$ cat src/rtl/mlrc_pkg.sv
// Shared constants and types for the move-log retrace controller.
`default_nettype none

package mlrc_pkg;

    localparam int LOG_DEPTH  = 128;
    localparam int IDX_W      = $clog2(LOG_DEPTH);
    localparam int COUNT_W    = 16;
    localparam int WIDTH_W    = 16;
    localparam int CFG_IDX_W  = 1;
    localparam int CFG_DATA_W = 16;

    localparam logic [COUNT_W-1:0] COUNT_MAX = {COUNT_W{1'b1}};

    localparam logic [WIDTH_W-1:0] WINDOW_LOW_RST  = 16'd12500;
    localparam logic [WIDTH_W-1:0] WINDOW_HIGH_RST = 16'd20000;

    typedef enum logic [CFG_IDX_W-1:0] {
        CFG_WINDOW_LOW  = 1'b0,
        CFG_WINDOW_HIGH = 1'b1
    } t_cfg_idx;

    typedef enum logic [2:0] {
        CMD_HOLD    = 3'd0,
        CMD_STOP    = 3'd1,
        CMD_FORWARD = 3'd2,
        CMD_RIGHT   = 3'd3,
        CMD_BACK    = 3'd4,
        CMD_LEFT    = 3'd5
    } t_motor_cmd;

endpackage

`default_nettype wire

$ cat src/rtl/move_log_retrace_controller.sv
// Top level of the move-log retrace controller: search, logging and replay in one pass.
`default_nettype none

// The block takes one request per clock cycle and gives one result per request in the
// cycle after it is taken. A new request can enter in the same cycle as the waiting result
// is taken; the input is stalled only while a result is held back by the output stall.
// The run log lives in a RAM of LOG_DEPTH entries with one write and one registered read
// a cycle; the entry under the cursor and the entry below it are kept in registers, so
// each request does one read-modify-write of the log. There is no clearing pass after
// reset: only entry 0 can be used before it is written, and a flag makes it read as zero
// until then. The window registers are to be written only while idle; it is not enforced.
module move_log_retrace_controller (
    input  wire logic                                i_clk,
    input  wire logic                                i_rst_n,
    input  wire logic                                i_cfg_we,
    input  wire logic [mlrc_pkg::CFG_IDX_W-1:0]      i_cfg_idx,
    input  wire logic [mlrc_pkg::CFG_DATA_W-1:0]     i_cfg_data,
    input  wire logic                                i_valid,
    output      logic                                o_stall,
    input  wire logic                                i_kind,
    input  wire logic [mlrc_pkg::WIDTH_W-1:0]        i_ir_width,
    output      logic                                o_valid,
    input  wire logic                                i_stall,
    output      logic [2:0]                          o_motor_cmd,
    output      logic                                o_returning,
    output      logic                                o_log_full
);

    localparam logic [mlrc_pkg::IDX_W-1:0] LAST_IDX = mlrc_pkg::IDX_W'(mlrc_pkg::LOG_DEPTH - 1);
    localparam logic [mlrc_pkg::IDX_W-1:0] IDX_ONE  = mlrc_pkg::IDX_W'(1);
    localparam logic [mlrc_pkg::IDX_W-1:0] IDX_TWO  = mlrc_pkg::IDX_W'(2);
    localparam logic [mlrc_pkg::IDX_W-1:0] IDX_ZERO = '0;
    localparam logic [mlrc_pkg::COUNT_W-1:0] CNT_ONE = mlrc_pkg::COUNT_W'(1);

    // Configuration
    logic [mlrc_pkg::WIDTH_W-1:0] r_win_low;
    logic [mlrc_pkg::WIDTH_W-1:0] r_win_high;

    // Controller state
    logic [mlrc_pkg::IDX_W-1:0]   r_idx,  n_idx;
    logic [mlrc_pkg::COUNT_W-1:0] r_cur,  n_cur;
    logic                         r_turn, n_turn;
    logic                         r_ret,  n_ret;
    logic                         r_done, n_done;
    logic                         r_e0_valid;

    // Count of the entry below the cursor: either held or just read from the log
    logic [mlrc_pkg::COUNT_W-1:0] r_below;
    logic                         r_use_mem;
    logic                         r_mem_zero;
    logic [mlrc_pkg::COUNT_W-1:0] r_mem_q;
    logic [mlrc_pkg::COUNT_W-1:0] w_below;

    logic [mlrc_pkg::COUNT_W-1:0] r_log [mlrc_pkg::LOG_DEPTH];

    logic                         w_we;
    logic [mlrc_pkg::IDX_W-1:0]   w_waddr;
    logic [mlrc_pkg::COUNT_W-1:0] w_wdata;
    logic [mlrc_pkg::IDX_W-1:0]   w_raddr;
    logic                         w_move_up;
    logic                         w_move_down;

    logic                         w_accept;
    logic                         w_in_window;
    logic                         w_want_turn;
    logic [mlrc_pkg::COUNT_W-1:0] w_dec;

    mlrc_pkg::t_motor_cmd         n_cmd;
    logic                         n_full;

    // Output register
    logic                         r_out_valid;
    mlrc_pkg::t_motor_cmd         r_out_cmd;
    logic                         r_out_ret;
    logic                         r_out_full;

    assign o_stall     = r_out_valid & i_stall;
    assign w_accept    = i_valid & ~o_stall;
    assign o_valid     = r_out_valid;
    assign o_motor_cmd = r_out_cmd;
    assign o_returning = r_out_ret;
    assign o_log_full  = r_out_full;

    assign w_below     = r_use_mem ? (r_mem_zero ? '0 : r_mem_q) : r_below;
    assign w_in_window = (i_ir_width > r_win_low) && (i_ir_width < r_win_high);
    assign w_want_turn = ~w_in_window;
    assign w_dec       = r_cur - CNT_ONE;
    assign w_raddr     = r_idx - IDX_TWO;

    always_comb begin
        n_idx       = r_idx;
        n_cur       = r_cur;
        n_turn      = r_turn;
        n_ret       = r_ret;
        n_done      = r_done;
        n_cmd       = mlrc_pkg::CMD_HOLD;
        n_full      = 1'b0;
        w_we        = 1'b0;
        w_waddr     = r_idx;
        w_wdata     = r_cur;
        w_move_up   = 1'b0;
        w_move_down = 1'b0;

        if (i_kind) begin
            n_ret = 1'b1;
        end else if (r_ret) begin
            if (r_done) begin
                n_cmd = mlrc_pkg::CMD_STOP;
            end else if (r_cur == '0) begin
                if (r_idx == IDX_ZERO) begin
                    n_done = 1'b1;
                    n_cmd  = mlrc_pkg::CMD_STOP;
                end else begin
                    // An empty entry above the bottom is skipped with a hold.
                    w_move_down = 1'b1;
                end
            end else begin
                n_cmd   = r_turn ? mlrc_pkg::CMD_LEFT : mlrc_pkg::CMD_BACK;
                w_we    = 1'b1;
                w_wdata = w_dec;
                n_cur   = w_dec;
                if (w_dec == '0 && r_idx != IDX_ZERO) begin
                    w_move_down = 1'b1;
                end
            end
            if (w_move_down) begin
                n_idx  = r_idx - IDX_ONE;
                n_turn = ~r_turn;
                n_cur  = w_below;
            end
        end else begin
            n_cmd = w_want_turn ? mlrc_pkg::CMD_RIGHT : mlrc_pkg::CMD_FORWARD;
            if (w_want_turn != r_turn) begin
                if (r_idx != LAST_IDX) begin
                    w_move_up = 1'b1;
                    n_idx     = r_idx + IDX_ONE;
                    n_turn    = w_want_turn;
                    n_cur     = CNT_ONE;
                    w_we      = 1'b1;
                    w_waddr   = r_idx + IDX_ONE;
                    w_wdata   = CNT_ONE;
                end else begin
                    n_full = 1'b1;
                end
            end else if (r_cur != mlrc_pkg::COUNT_MAX) begin
                n_cur   = r_cur + CNT_ONE;
                w_we    = 1'b1;
                w_wdata = r_cur + CNT_ONE;
            end
        end
    end

    always_ff @(posedge i_clk) begin
        if (!i_rst_n) begin
            r_win_low  <= mlrc_pkg::WINDOW_LOW_RST;
            r_win_high <= mlrc_pkg::WINDOW_HIGH_RST;
        end else if (i_cfg_we) begin
            case (mlrc_pkg::t_cfg_idx'(i_cfg_idx))
                mlrc_pkg::CFG_WINDOW_LOW:  r_win_low  <= i_cfg_data[mlrc_pkg::WIDTH_W-1:0];
                mlrc_pkg::CFG_WINDOW_HIGH: r_win_high <= i_cfg_data[mlrc_pkg::WIDTH_W-1:0];
                default: ;
            endcase
        end
    end

    always_ff @(posedge i_clk) begin
        if (!i_rst_n) begin
            r_idx      <= '0;
            r_cur      <= '0;
            r_turn     <= 1'b1;
            r_ret      <= 1'b0;
            r_done     <= 1'b0;
            r_e0_valid <= 1'b0;
            r_use_mem  <= 1'b0;
        end else if (w_accept) begin
            r_idx  <= n_idx;
            r_cur  <= n_cur;
            r_turn <= n_turn;
            r_ret  <= n_ret;
            r_done <= n_done;
            if (w_we && w_waddr == IDX_ZERO) begin
                r_e0_valid <= 1'b1;
            end
            // After a step down the new lower neighbour comes from the log read below.
            r_use_mem <= w_move_down;
        end
    end

    always_ff @(posedge i_clk) begin
        if (w_accept) begin
            if (w_move_up) begin
                r_below <= r_cur;
            end else if (!w_move_down) begin
                r_below <= w_below;
            end
            r_mem_zero <= (w_raddr == IDX_ZERO) && !r_e0_valid;
        end
    end

    always_ff @(posedge i_clk) begin
        if (w_accept && w_we) begin
            r_log[w_waddr] <= w_wdata;
        end
        if (w_accept) begin
            r_mem_q <= r_log[w_raddr];
        end
    end

    always_ff @(posedge i_clk) begin
        if (!i_rst_n) begin
            r_out_valid <= 1'b0;
        end else if (w_accept) begin
            r_out_valid <= 1'b1;
        end else if (!i_stall) begin
            r_out_valid <= 1'b0;
        end
    end

    always_ff @(posedge i_clk) begin
        if (w_accept) begin
            r_out_cmd  <= n_cmd;
            r_out_ret  <= n_ret;
            r_out_full <= n_full;
        end
    end

endmodule

`default_nettype wire
$ cat config.mk
export PLATFORM = sky130hd
export DESIGN_NAME = move_log_retrace_controller
export DESIGN_NICKNAME = d
export VERILOG_FILES = /design/src/rtl/mlrc_pkg.sv /design/src/rtl/move_log_retrace_controller.sv
export SDC_FILE = /design/constraint.sdc
export NUM_CORES = 2
export LEC_CHECK = 0
export BUFFER_PORTS_ARGS = -buffer_cell sky130_fd_sc_hd__buf_2
export CAP_MARGIN = 15
export CORE_MARGIN = 3
export CORE_UTILIZATION = 40
export DETAILED_ROUTE_END_ITERATION = 10
export MAX_ROUTING_LAYER = met4
export PLACE_DENSITY = 0.55
export SYNTH_ARGS = -nofsm -noshare
export SYNTH_HDL_FRONTEND = slang
export SYNTH_SLANG_ARGS = --single-unit
$ cat constraint.sdc
create_clock -name i_clk -period 14.1 [get_ports i_clk]
set_input_delay 2.82 -clock i_clk [delete_from_list [all_inputs] [get_ports i_clk]]
set_output_delay 2.82 -clock i_clk [all_outputs]
set_load 0.01 [all_outputs]
==> reports/results.ini <==
[outcome]
status = completed

[timing]
rsz0062_at_grt = false
max_freq_ghz = 0.130
slew_headroom_pct = 21.3
hold_violations = 0
clock_skew_ns = 0.0376
min_period_ns = 7.67
min_period_over_period_pct = 54.4
setup_viol = 0
slew_violations = 0
tns_ns = 0
holdWs_ns = 0.454
worst_pin_slew_ns = 1.18

[global_routing]
grt_pass1_vias = 40460
grt_pass1_wl_mm = 319
grt-ovfl-total = 0
grt_usage_pct = 21.2
grt_max_degree = 152
antenna_found_initial = 13

[setup_path]
end_kind = flip-flop
start_kind = input pin
cp.arrival_ns = 8.13
crit_start = i_ir_width[2]
crit_type = in -> reg
crit_fanout = 16
reg2reg_from = r_idx[0]
required_ns = 14.55

[floorplanning]
initial_core_util_pct = 40.5
dieArea_sq_um = 219000
fp-row-count = 168
die_w_microns = 468
pin_count = 46
coreArea_sq_um = 211000
die_h_microns = 468

[worst_hold_path]
hold_class = reg -> reg
hp-start = r_win_low[14]

[yosys]
synthDominantCellAreaShare_pct = 73.3
synth-edff-count = 2086
synth_cell_types = 81
avgSynthCellArea_sq_um = 21.5
yosysSeqAreaShare_pct = 74.8
synth_area_sq_um = 85400
synthCells = 3982
synth_area_leaders = edfxtp_1 73%, mux4_2 18%, dfxtp_1 1.4%
synth_nets = 4063
async_flop_share_pct = 0
synthFlopType = edfxtp_1
ys_warn_count = 0
synth.largest_area_cell = edfxtp_1
ys_ff_latch = 2147

[pwr]
irDropWorstVdd_uv = 140
power_mw = 14.0
p_per_area_nw_per_um2 = 145
p_leak_nw = 29.2
pwr-share-seq_pct = 51.0
combPwrFrac_pct = 8.2
pwr-share-clk_pct = 40.8
p_sw_mw = 3.24
sw_frac_of_total_pct = 23.1
p_int_mw = 10.8

[clocking]
ctsHoldBuffers = 0
path_clk_slew_ns = 0.07
numCtsBuffers = 211
clock_path_buffers = 3
clock-sinks = 2147
clock-root-buffer = clkbuf_16
cts_tree = built
cts_resized = 0
cts_max_level = 4
post_cts_buffers = 0
clock_latency_ns = 0.85

[routing]
vias = 41393
routed_via_density = 5.83
routed_wl_mm = 225
firstDrtPassIters = 5
ant_nets = 0
drc = 0
drt-initial-drc-count = 4841
route.detailed.wl_per_inst_microns = 31.7

[placed_design]
place.gp.congestion = 0.873
hpwlAfterDp_mm = 133
numPortBuffers = 45
placed_area_sq_um = 89500
placed_cells = 6697

[layout]
synthToLayoutAreaGrowth_pct = 13.1
final_cell_mix = 2086 x edfxtp_1, 672 x mux4_2, 213 x clkbuf_16
final_cells = 7103
num-fill-cells = 17553
drive_above_1_share_pct = 30.8
fin_area_sq_um = 96600
final_common_cell = edfxtp_1
nets = 4187

[flow_run]
maxCapViolations = 0

-- metal layers --
layer / up-vias / GRT usage [%] / part of all wire, %
met1: 22481 / 31.3 / 45
met2: 1615 / 31.4 / 46
li1: 17030 / - / -
met4: 0 / 4.32 / 1.8
met3: 267 / 3.40 / 7.1
met5: - / - / 0
-- flip-flops by register name, summed over array words and instances (netlist names) --
name	flops
r_turn	1
r_cur	16
r_win_high	16
r_idx	7
o_log_full	1
o_valid	1
r_ret	1
o_returning	1
r_mem_zero	1
r_e0_valid	1
o_motor_cmd	3
r_use_mem	1
r_mem_q	16
r_done	1
r_below	16
r_log	2048
r_win_low	16
-- power by group through the flow --
stage | sequential [mW] | clock, mW | combinational, mW
after floorplan | 7.32 | 0 | 0.664
after global placement | 7.29 | 0 | 1.16
after detailed placement | 7.30 | 0 | 1.17
after CTS | 7.16 | 5.84 | 1.17
after global routing | 7.16 | 6.10 | 1.21
final | 7.16 | 5.73 | 1.15
-- cell type report --
class	instances	area [sq um]	area share, %
clock inverters	150	1590	1.65
clock buffers	249	5470	5.66
repair buffers	139	1010	1.04
multi-input cells	1552	21000	21.7
inverters	55	206	0.214
diodes	6	15.0	0.0155
flip-flops and latches	2147	63900	66.1
well taps	2805	3510	3.63
-- synthesized netlist by cell type (4+ instances only) --
cell / number
a211oi_1: 8
a21oi_1: 99
a221o_1: 4
a221oi_1: 4
a22oi_1: 10
a31oi_1: 10
a32oi_1: 6
and2_1: 4
and3_1: 15
and4_1: 4
buf_1: 22
buf_2: 59
buf_4: 4
buf_6: 6
clkbuf_1: 137
dfxtp_1: 61
edfxtp_1: 2086
ha_1: 42
inv_1: 54
mux2_2: 22
mux2i_1: 11
mux4_2: 672
nand2_1: 124
nand2b_1: 11
nand3_1: 43
nand4_1: 12
nor2_1: 200
nor2b_1: 23
nor3_1: 27
nor4_1: 6
o211ai_1: 23
o21ai_0: 56
o21ai_1: 5
o22ai_1: 9
or3_1: 11
xnor2_1: 14
xor2_1: 5
-- critical path: stages --
cell       delay, ns
buf_2           0.11
ha_1            0.30
a211oi_1        0.19
o21ai_0         0.12
a211oi_1        0.47
o2111ai_2       0.35
o21ai_2         0.52
nand3_1         0.47
o22ai_1         0.99
nand3_1         0.78
nor2_2          0.98
-- logic make-up (layout without fill, tap and decap cells) --
group | Yosys count | after routing | share of synthesized area, %
AND/OR/NAND/NOR | 499 | 499 | 2.70
flip-flops | 2147 | 2147 | 74.8
multiplexers | 705 | 705 | 18.1
buffers and inverters | 283 | 593 | 1.40
AO/OA/AOI/OAI | 287 | 287 | 2.19
adder cells (fa/ha/maj) | 42 | 42 | 0.615
XOR/XNOR | 19 | 19 | 0.195
other | 0 | 6 | 0
-- path summary, 6_finish.rpt --
check	endpoint	slack, ns	depth (start not counted)
max	r_log[29][0]	6.43	11
min	r_win_low[14]	0.45	2
max reg2reg	r_mem_q[8]	6.90	9
min reg2reg	r_win_low[14]	0.45	2
-- metrics by stage --
step / util (%) / worst slack [ns]
final: 45.8 / 6.43
after global routing: 45.8 / 6.17
after CTS: 45.8 / 6.55
after detailed placement: 42.4 / 5.62
after global placement: 42.4 / 5.67
after floorplan: - / 2.78
Note: power is estimated with default switching activity, not from simulation.
